===== src/rtl/core/rrba_pkg.sv =====
// Shared constants, types and helpers for the round-robin block averager.
package rrba_pkg;

    // Block and slot geometry
    localparam int BLOCK_LENGTH = 50;
    localparam int NUM_SLOTS    = 5;

    // Field widths
    localparam int SAMPLE_W = 12;
    localparam int SLOT_W   = 3;
    localparam int COUNT_W  = $clog2(BLOCK_LENGTH + 1);
    localparam int SUM_W    = 18;

    // Stream payload widths, padded to whole bytes
    localparam int IN_DATA_W  = ((SAMPLE_W + 7) / 8) * 8;
    localparam int OUT_BITS   = 1 + SLOT_W + SLOT_W + 1 + SAMPLE_W;
    localparam int OUT_DATA_W = ((OUT_BITS + 7) / 8) * 8;

    // Reciprocal for the divide by BLOCK_LENGTH: exact for every SUM_W-bit dividend
    localparam int DIV_SHIFT = 24;
    localparam longint RECIP = ((64'd1 << DIV_SHIFT) + BLOCK_LENGTH - 1) / BLOCK_LENGTH;
    localparam int RECIP_W   = $clog2(RECIP + 1);

    typedef logic [SAMPLE_W-1:0] sample_t;
    typedef logic [SLOT_W-1:0]   slot_t;
    typedef logic [COUNT_W-1:0]  count_t;
    typedef logic [SUM_W-1:0]    sum_t;

    localparam sample_t FULL_SCALE = {SAMPLE_W{1'b1}};
    localparam sample_t ZERO_SCALE = '0;
    localparam count_t  BLOCK_CNT  = COUNT_W'(BLOCK_LENGTH);
    localparam slot_t   LAST_SLOT  = SLOT_W'(NUM_SLOTS - 1);

    // Advance a slot index, wrapping after the last slot
    function automatic slot_t next_slot(input slot_t s);
        slot_t r;
        if (s >= LAST_SLOT)
        begin
            r = '0;
        end
        else
        begin
            r = s + slot_t'(1);
        end
        return r;
    endfunction

endpackage


===== src/rtl/core/rrba_avg.sv =====
// Block average by reciprocal multiply, clamped and reported as full scale minus average.
module rrba_avg (
    input  rrba_pkg::sum_t    sum,
    output rrba_pkg::sample_t average_value
);

    localparam int PROD_W = rrba_pkg::SUM_W + rrba_pkg::RECIP_W;
    localparam logic [rrba_pkg::RECIP_W-1:0] RECIP_VAL = rrba_pkg::RECIP_W'(rrba_pkg::RECIP);

    logic [PROD_W-1:0]       product;
    rrba_pkg::sum_t          quotient;
    rrba_pkg::sample_t       average;

    // Multiply by the scaled reciprocal and drop the fraction bits
    assign product  = PROD_W'(sum) * PROD_W'(RECIP_VAL);
    assign quotient = rrba_pkg::sum_t'(product[PROD_W-1:rrba_pkg::DIV_SHIFT]);

    // Clamp to full scale, then complement
    always_comb
    begin
        if (quotient > rrba_pkg::sum_t'(rrba_pkg::FULL_SCALE))
        begin
            average = rrba_pkg::FULL_SCALE;
        end
        else
        begin
            average = quotient[rrba_pkg::SAMPLE_W-1:0];
        end
    end

    assign average_value = rrba_pkg::FULL_SCALE - average;

endmodule


===== src/rtl/core/round_robin_block_averager_top.sv =====
// Top level of the round-robin block averager: input stage, slot accumulators, result register.
//
// Usage:
//   Slave stream (s_tvalid/s_tready/s_tdata) carries one 12-bit converter sample per
//   transaction. Each transaction advances a slot index over five slots, the first
//   transaction after reset landing in slot 1. Samples of 0 and full scale are
//   rejected; others accumulate into the slot's sum and count, and when a slot
//   collects a full block its average is reported as full scale minus average.
//   Master stream (m_tvalid/m_tready/m_tdata) carries exactly one result per sample.
// Pipeline: a sample passes the input register, then the result register, with the accumulate
//   and reciprocal divide between them, before m_tvalid rises for its result.
// Throughput: one sample per cycle while m_tready stays high; the single read-modify-write
//   of the slot state between the two registers sets that figure.
// Reset: clears the slot index, all counts and sums, and both stage valids.
// Stall: when m_tready is low the result holds; one more sample sits in the input
//   register, after which s_tready drops until the result is taken.
module round_robin_block_averager_top (
    input  logic                                clk,
    input  logic                                rst_n,
    input  logic                                s_tvalid,
    output logic                                s_tready,
    input  logic [rrba_pkg::IN_DATA_W-1:0]      s_tdata,  // [11:0] sample
    output logic                                m_tvalid,
    input  logic                                m_tready,
    output logic [rrba_pkg::OUT_DATA_W-1:0]     m_tdata   // [0] accepted, [3:1] slot,
                                                          // [6:4] next_channel_slot,
                                                          // [7] average_valid,
                                                          // [19:8] average_value
);

    // Slot state
    rrba_pkg::slot_t   slot_index_reg;
    rrba_pkg::count_t  counts_reg [rrba_pkg::NUM_SLOTS];
    rrba_pkg::sum_t    sums_reg   [rrba_pkg::NUM_SLOTS];

    // Input stage
    logic              s1_valid_reg;
    rrba_pkg::sample_t s1_sample_reg;
    rrba_pkg::slot_t   s1_slot_reg;

    // Result stage
    logic              out_valid_reg;
    logic              accepted_reg;
    rrba_pkg::slot_t   slot_reg;
    rrba_pkg::slot_t   next_ch_reg;
    logic              avg_valid_reg;
    rrba_pkg::sample_t avg_value_reg;

    logic              in_fire;
    logic              s1_move;
    logic              out_free;
    rrba_pkg::slot_t   slot_next;
    rrba_pkg::count_t  count_next;
    rrba_pkg::sum_t    sum_next;
    logic              sample_ok;
    logic              block_done;
    rrba_pkg::sample_t avg_value;

    // Handshake control
    assign out_free = !out_valid_reg || m_tready;
    assign s1_move  = s1_valid_reg && out_free;
    assign s_tready = !s1_valid_reg || s1_move;
    assign in_fire  = s_tvalid && s_tready;
    assign slot_next = rrba_pkg::next_slot(slot_index_reg);

    // Capture the sample and advance the slot index
    always_ff @(posedge clk or negedge rst_n)
    begin
        if (!rst_n)
        begin
            s1_valid_reg   <= 1'b0;
            slot_index_reg <= '0;
        end
        else
        begin
            if (in_fire)
            begin
                s1_valid_reg   <= 1'b1;
                slot_index_reg <= slot_next;
            end
            else if (s1_move)
            begin
                s1_valid_reg <= 1'b0;
            end
        end
    end

    always_ff @(posedge clk)
    begin
        if (in_fire)
        begin
            s1_sample_reg <= s_tdata[rrba_pkg::SAMPLE_W-1:0];
            s1_slot_reg   <= slot_next;
        end
    end

    // Accumulate into the selected slot
    assign sample_ok  = (s1_sample_reg != rrba_pkg::ZERO_SCALE) &&
                        (s1_sample_reg != rrba_pkg::FULL_SCALE);
    assign count_next = counts_reg[s1_slot_reg] + rrba_pkg::count_t'(1);
    assign sum_next   = sums_reg[s1_slot_reg] + rrba_pkg::sum_t'(s1_sample_reg);
    assign block_done = (count_next == rrba_pkg::BLOCK_CNT);

    rrba_avg u_avg (
        .sum           (sum_next),
        .average_value (avg_value)
    );

    // Update slot state as the sample moves to the result register
    always_ff @(posedge clk or negedge rst_n)
    begin
        if (!rst_n)
        begin
            for (int i = 0; i < rrba_pkg::NUM_SLOTS; i++)
            begin
                counts_reg[i] <= '0;
                sums_reg[i]   <= '0;
            end
        end
        else if (s1_move && sample_ok)
        begin
            if (block_done)
            begin
                counts_reg[s1_slot_reg] <= '0;
                sums_reg[s1_slot_reg]   <= '0;
            end
            else
            begin
                counts_reg[s1_slot_reg] <= count_next;
                sums_reg[s1_slot_reg]   <= sum_next;
            end
        end
    end

    // Result register
    always_ff @(posedge clk or negedge rst_n)
    begin
        if (!rst_n)
        begin
            out_valid_reg <= 1'b0;
        end
        else if (s1_move)
        begin
            out_valid_reg <= 1'b1;
        end
        else if (m_tready)
        begin
            out_valid_reg <= 1'b0;
        end
    end

    always_ff @(posedge clk)
    begin
        if (s1_move)
        begin
            accepted_reg  <= sample_ok;
            slot_reg      <= s1_slot_reg;
            next_ch_reg   <= sample_ok ? rrba_pkg::next_slot(s1_slot_reg) : '0;
            avg_valid_reg <= sample_ok && block_done;
            avg_value_reg <= (sample_ok && block_done) ? avg_value : '0;
        end
    end

    assign m_tvalid = out_valid_reg;
    assign m_tdata  = rrba_pkg::OUT_DATA_W'({avg_value_reg, avg_valid_reg, next_ch_reg,
                                             slot_reg, accepted_reg});

    // Checks
    a_slot_range: assert property (@(posedge clk) disable iff (!rst_n)
        slot_index_reg <= rrba_pkg::LAST_SLOT)
        else $error("slot index out of range");

    a_avg_needs_accept: assert property (@(posedge clk) disable iff (!rst_n)
        (out_valid_reg && avg_valid_reg) |-> accepted_reg)
        else $error("average reported for a rejected sample");

    a_avg_nonzero: assert property (@(posedge clk) disable iff (!rst_n)
        (out_valid_reg && avg_valid_reg) |-> (avg_value_reg != '0))
        else $error("average value below one");

    a_next_channel: assert property (@(posedge clk) disable iff (!rst_n)
        (out_valid_reg && accepted_reg) |-> (next_ch_reg == rrba_pkg::next_slot(slot_reg)))
        else $error("next channel slot does not follow slot");

    a_slot_sequence: assert property (@(posedge clk) disable iff (!rst_n)
        s1_move |=> (slot_reg == $past(s1_slot_reg)))
        else $error("result slot differs from staged slot");

endmodule


===== config.mk =====
export PLATFORM = sky130hd
export DESIGN_NAME = round_robin_block_averager_top
export DESIGN_NICKNAME = d
export VERILOG_FILES = /design/src/rtl/core/rrba_pkg.sv /design/src/rtl/core/rrba_avg.sv /design/src/rtl/core/round_robin_block_averager_top.sv
export SDC_FILE = /design/constraint.sdc
export NUM_CORES = 1
export LEC_CHECK = 0
export BUFFER_PORTS_ARGS = -buffer_cell sky130_fd_sc_hd__buf_2
export CAP_MARGIN = 10
export CORE_MARGIN = 4
export CORE_UTILIZATION = 25
export DETAILED_ROUTE_END_ITERATION = 10
export PLACE_DENSITY_LB_ADDON = 0.25
export SLEW_MARGIN = 20
export SYNTH_ARGS = -nofsm -noshare
export SYNTH_HDL_FRONTEND = slang
export SYNTH_SLANG_ARGS = --single-unit

===== constraint.sdc =====
create_clock -name clk -period 24.5 [get_ports clk]
set_input_delay 0 -clock clk [delete_from_list [all_inputs] [get_ports clk]]
set_output_delay 0 -clock clk [all_outputs]
set_load 0.02 [all_outputs]

==> results.md <==
- Total inserted antenna cells: 0
- Post-Route Setup TNS: 0 ps
- Root cell of the clock tree: sky130_fd_sc_hd__clkbuf_16
- YS warnings: 0
- Synth top area share: 0.230
- Cell with the most instances after synthesis: sky130_fd_sc_hd__inv_1
- Worst-margin pin slew: 1060 ps
- Initial antenna violation count: 1
- I/O Buffers: 37
- Largest cells by area after synthesis: sky130_fd_sc_hd__dfrtp_1 (23%), sky130_fd_sc_hd__fa_1 (18%), sky130_fd_sc_hd__ha_1 (15%)
- Worst min-delay path class: input port to async pin
- Core footprint: ~54000 um2
- Maximum count of clock buffers along a single path: 2
- Data arrival, critical path: 11450 ps
- Hold buffers post-CTS: 16
- Final net count: approximately 1700
- Final worst clock skew: 17.3 ps
- Overall global routing resource usage: 0.122
- Final WL: 34.0 mm
- Routability-driven placement congestion ratio: between 0.8 and 0.9
- Final-report hold violation count: 0
- Worst Setup End Kind: flop
- Combined flip-flop and latch cell area: about 4200 um2
- Hpwl dp: approximately 26 mm
- Number of flops mapped to enable cells by yosys: 35
- CP max stage cell: sky130_fd_sc_hd__mux2i_1
- Number of gates resized after cts: 0
- Largest area contributor in the netlist: sky130_fd_sc_hd__dfrtp_1
- Number of levels the H-tree was split into: 4
- Most used DFF post-synth: sky130_fd_sc_hd__dfrtp_1
- Maximum number of pins on one net before global-route repair: 84
- Status: completed
- Unrepaired setup endpoints after global routing: no
- Count of state elements after synthesis: 160
- Total of fill cells in the finished design: between 5000 and 6000
- Post-synthesis cell count: about 1300
- Clock tree sinks: between 150 and 200
- Number of setup violations in the final report: 0
- Share of the yosys chip area belonging to registers: 0.307
- Number of library cell types mapped by synthesis: 70
- Post-route ant nets: 0
- List of most frequent post-synthesis cells: sky130_fd_sc_hd__inv_1 (242), sky130_fd_sc_hd__ha_1 (166), sky130_fd_sc_hd__nand2_1 (147)
- Netlist Area Pre-Place: about 14000 um2
- Critical path's largest stage delay: 820 ps
- Most common cell on crit path: sky130_fd_sc_hd__fa_1
- TritonCTS clock tree: yes
- Total clock buffers created by CTS: 17
- Final period utilization: 0.461
- Mean instance size in the synthesized netlist: 10.1 um2
- Crit Path Class: flop to flop
- Worst path required time: 24650 ps
- Final slew viol count: 0
- Synthesis-to-finish area growth: 12.1%
- Share of flip-flops with an asynchronous set or reset: 0.781
- Maximum capacitance violations: 0
- Detailed router's first-iteration violation count: approximately 530
- Number of iterations in the first detailed-routing pass: 9
- Max reg flops: 90
- Share of cells above drive strength 1: 0.0918
- Top fanout value on the critical path: 44
- F_max: roughly 90 MHz
- Setup Fix Bufs, Post-CTS: 0
- Vert. Die Dim: around 240 um
- Count of standard-cell rows: 85
- Tmin final: between 10000 and 15000 ps
- Global route overflow: 0
- Via count of the first global-routing pass: about 10000
- Startpoint kind of the worst setup timing path: flop
- Starting density of the core: 0.253
- Routed wire length per instance: between 15 and 20 um
- Remaining max-slew budget at the tightest pin: 0.295
- Number of vias per cell after detailed routing: around 4.4
- Floorplan die width: 241 um
- Number of top-level design ports: 46
- CTS clk-pin slew, worst paths: 70 ps
- Area of the die: about 58000 um2
- Worst skew pair latency: around 440 ps
- Multi-input combinational cell area: ~8300 um2
- Wire length of the first global-routing pass: around 56 mm
- Vias after detailed routing: slightly above 9000
- DRC violation count after routing: 0
==> critical path: cells and delay by family, from the launching register on <==
kind | cells | cell delay [ps]
flip-flops | 1 | 350
adder cells (fa/ha/maj) | 8 | 3940
multiplexers | 1 | 820
AO/OA/AOI/OAI | 11 | 2590
XOR/XNOR | 1 | 600
buffers and inverters | 6 | 1020
AND/OR/NAND/NOR | 6 | 1630
==> metal layers <==
metal / wire, um / global-route usage
met1: 16600 / 0.173
met2: 16200 / 0.202
met5: 0 / 0
met4: 438 / 0.0240
met3: 796 / 0.0181
==> kinds of logic (layout without fill, tap and decap cells) <==
logic type | count (synthesis) | count (layout) | share of synthesized area
flip-flops | 160 | 160 | 0.307
AND/OR/NAND/NOR | 271 | 271 | 0.0905
buffers and inverters | 295 | 341 | 0.0864
XOR/XNOR | 30 | 30 | 0.0199
other | 1 | 4 | 0.000276
multiplexers | 44 | 44 | 0.0433
AO/OA/AOI/OAI | 259 | 259 | 0.124
adder cells (fa/ha/maj) | 285 | 285 | 0.328
==> path summary, 6_finish.rpt <==
check / startpoint / to / slack [ps] / depth (start not counted)
worst max-delay path: s1_slot_reg[1] / avg_value_reg[11] / 13200 / 33
worst min-delay path: rst_n / m_tvalid / 120 / 2
worst max register to register: s1_slot_reg[1] / avg_value_reg[11] / 13200 / 33
worst min register to register: sums_reg[33] / sums_reg[33] / 470 / 2
max in group asynchronous: rst_n / sums_reg[43] / 23210 / 3
min in group clk: s_tdata[4] / s1_sample_reg[4] / 290 / 2
==> placed cells by master, fill, tap and decap left out, drive strengths merged, types with 7 or more instances in the layout <==
cell type      n
inv          247
ha           166
nand2        147
dfrtp        125
fa           119
o21ai         79
o31ai         58
buf           51
a21oi         42
nor2          41
edfxtp        35
clkbuf        20
mux2          19
xnor2         17
dlygate4sd3   16
mux2i         15
nor2b         13
a22oi         13
nand4         13
xor2          13
a21o          11
mux4          10
nand2b         9
and2           9
o21bai         8
nor3           8
nand3          8
a31oi          7
o22ai          7
==> layout make-up <==
type / count / area share
Multi-Input combinational cell: 893 / 0.543
Sequential cell: 160 / 0.274
Inverter: 242 / 0.0596
Tap cell: 696 / 0.0571
Clock buffer: 20 / 0.0300
Timing Repair Buffer: 67 / 0.0300
Clock inverter: 12 / 0.00648
==> through the flow <==
stage          utilization  cells  hold WS (ps)  area (um2)  setup slack (ps)
6_report             0.283   2090           116       15200             13200
5_1_grt              0.283   2090           151       15200             12380
3_5_place_dp         0.270   2042          49.4       14500             12990
4_1_cts              0.283   2090           121       15200             12970
3_3_place_gp         0.270   2042          37.6       14500             13050
2_1_floorplan            -   1348          -296       13600             14940
Power is not shown: default switching activity piles up to over one toggle a cycle in this logic, so the estimate is an artifact.
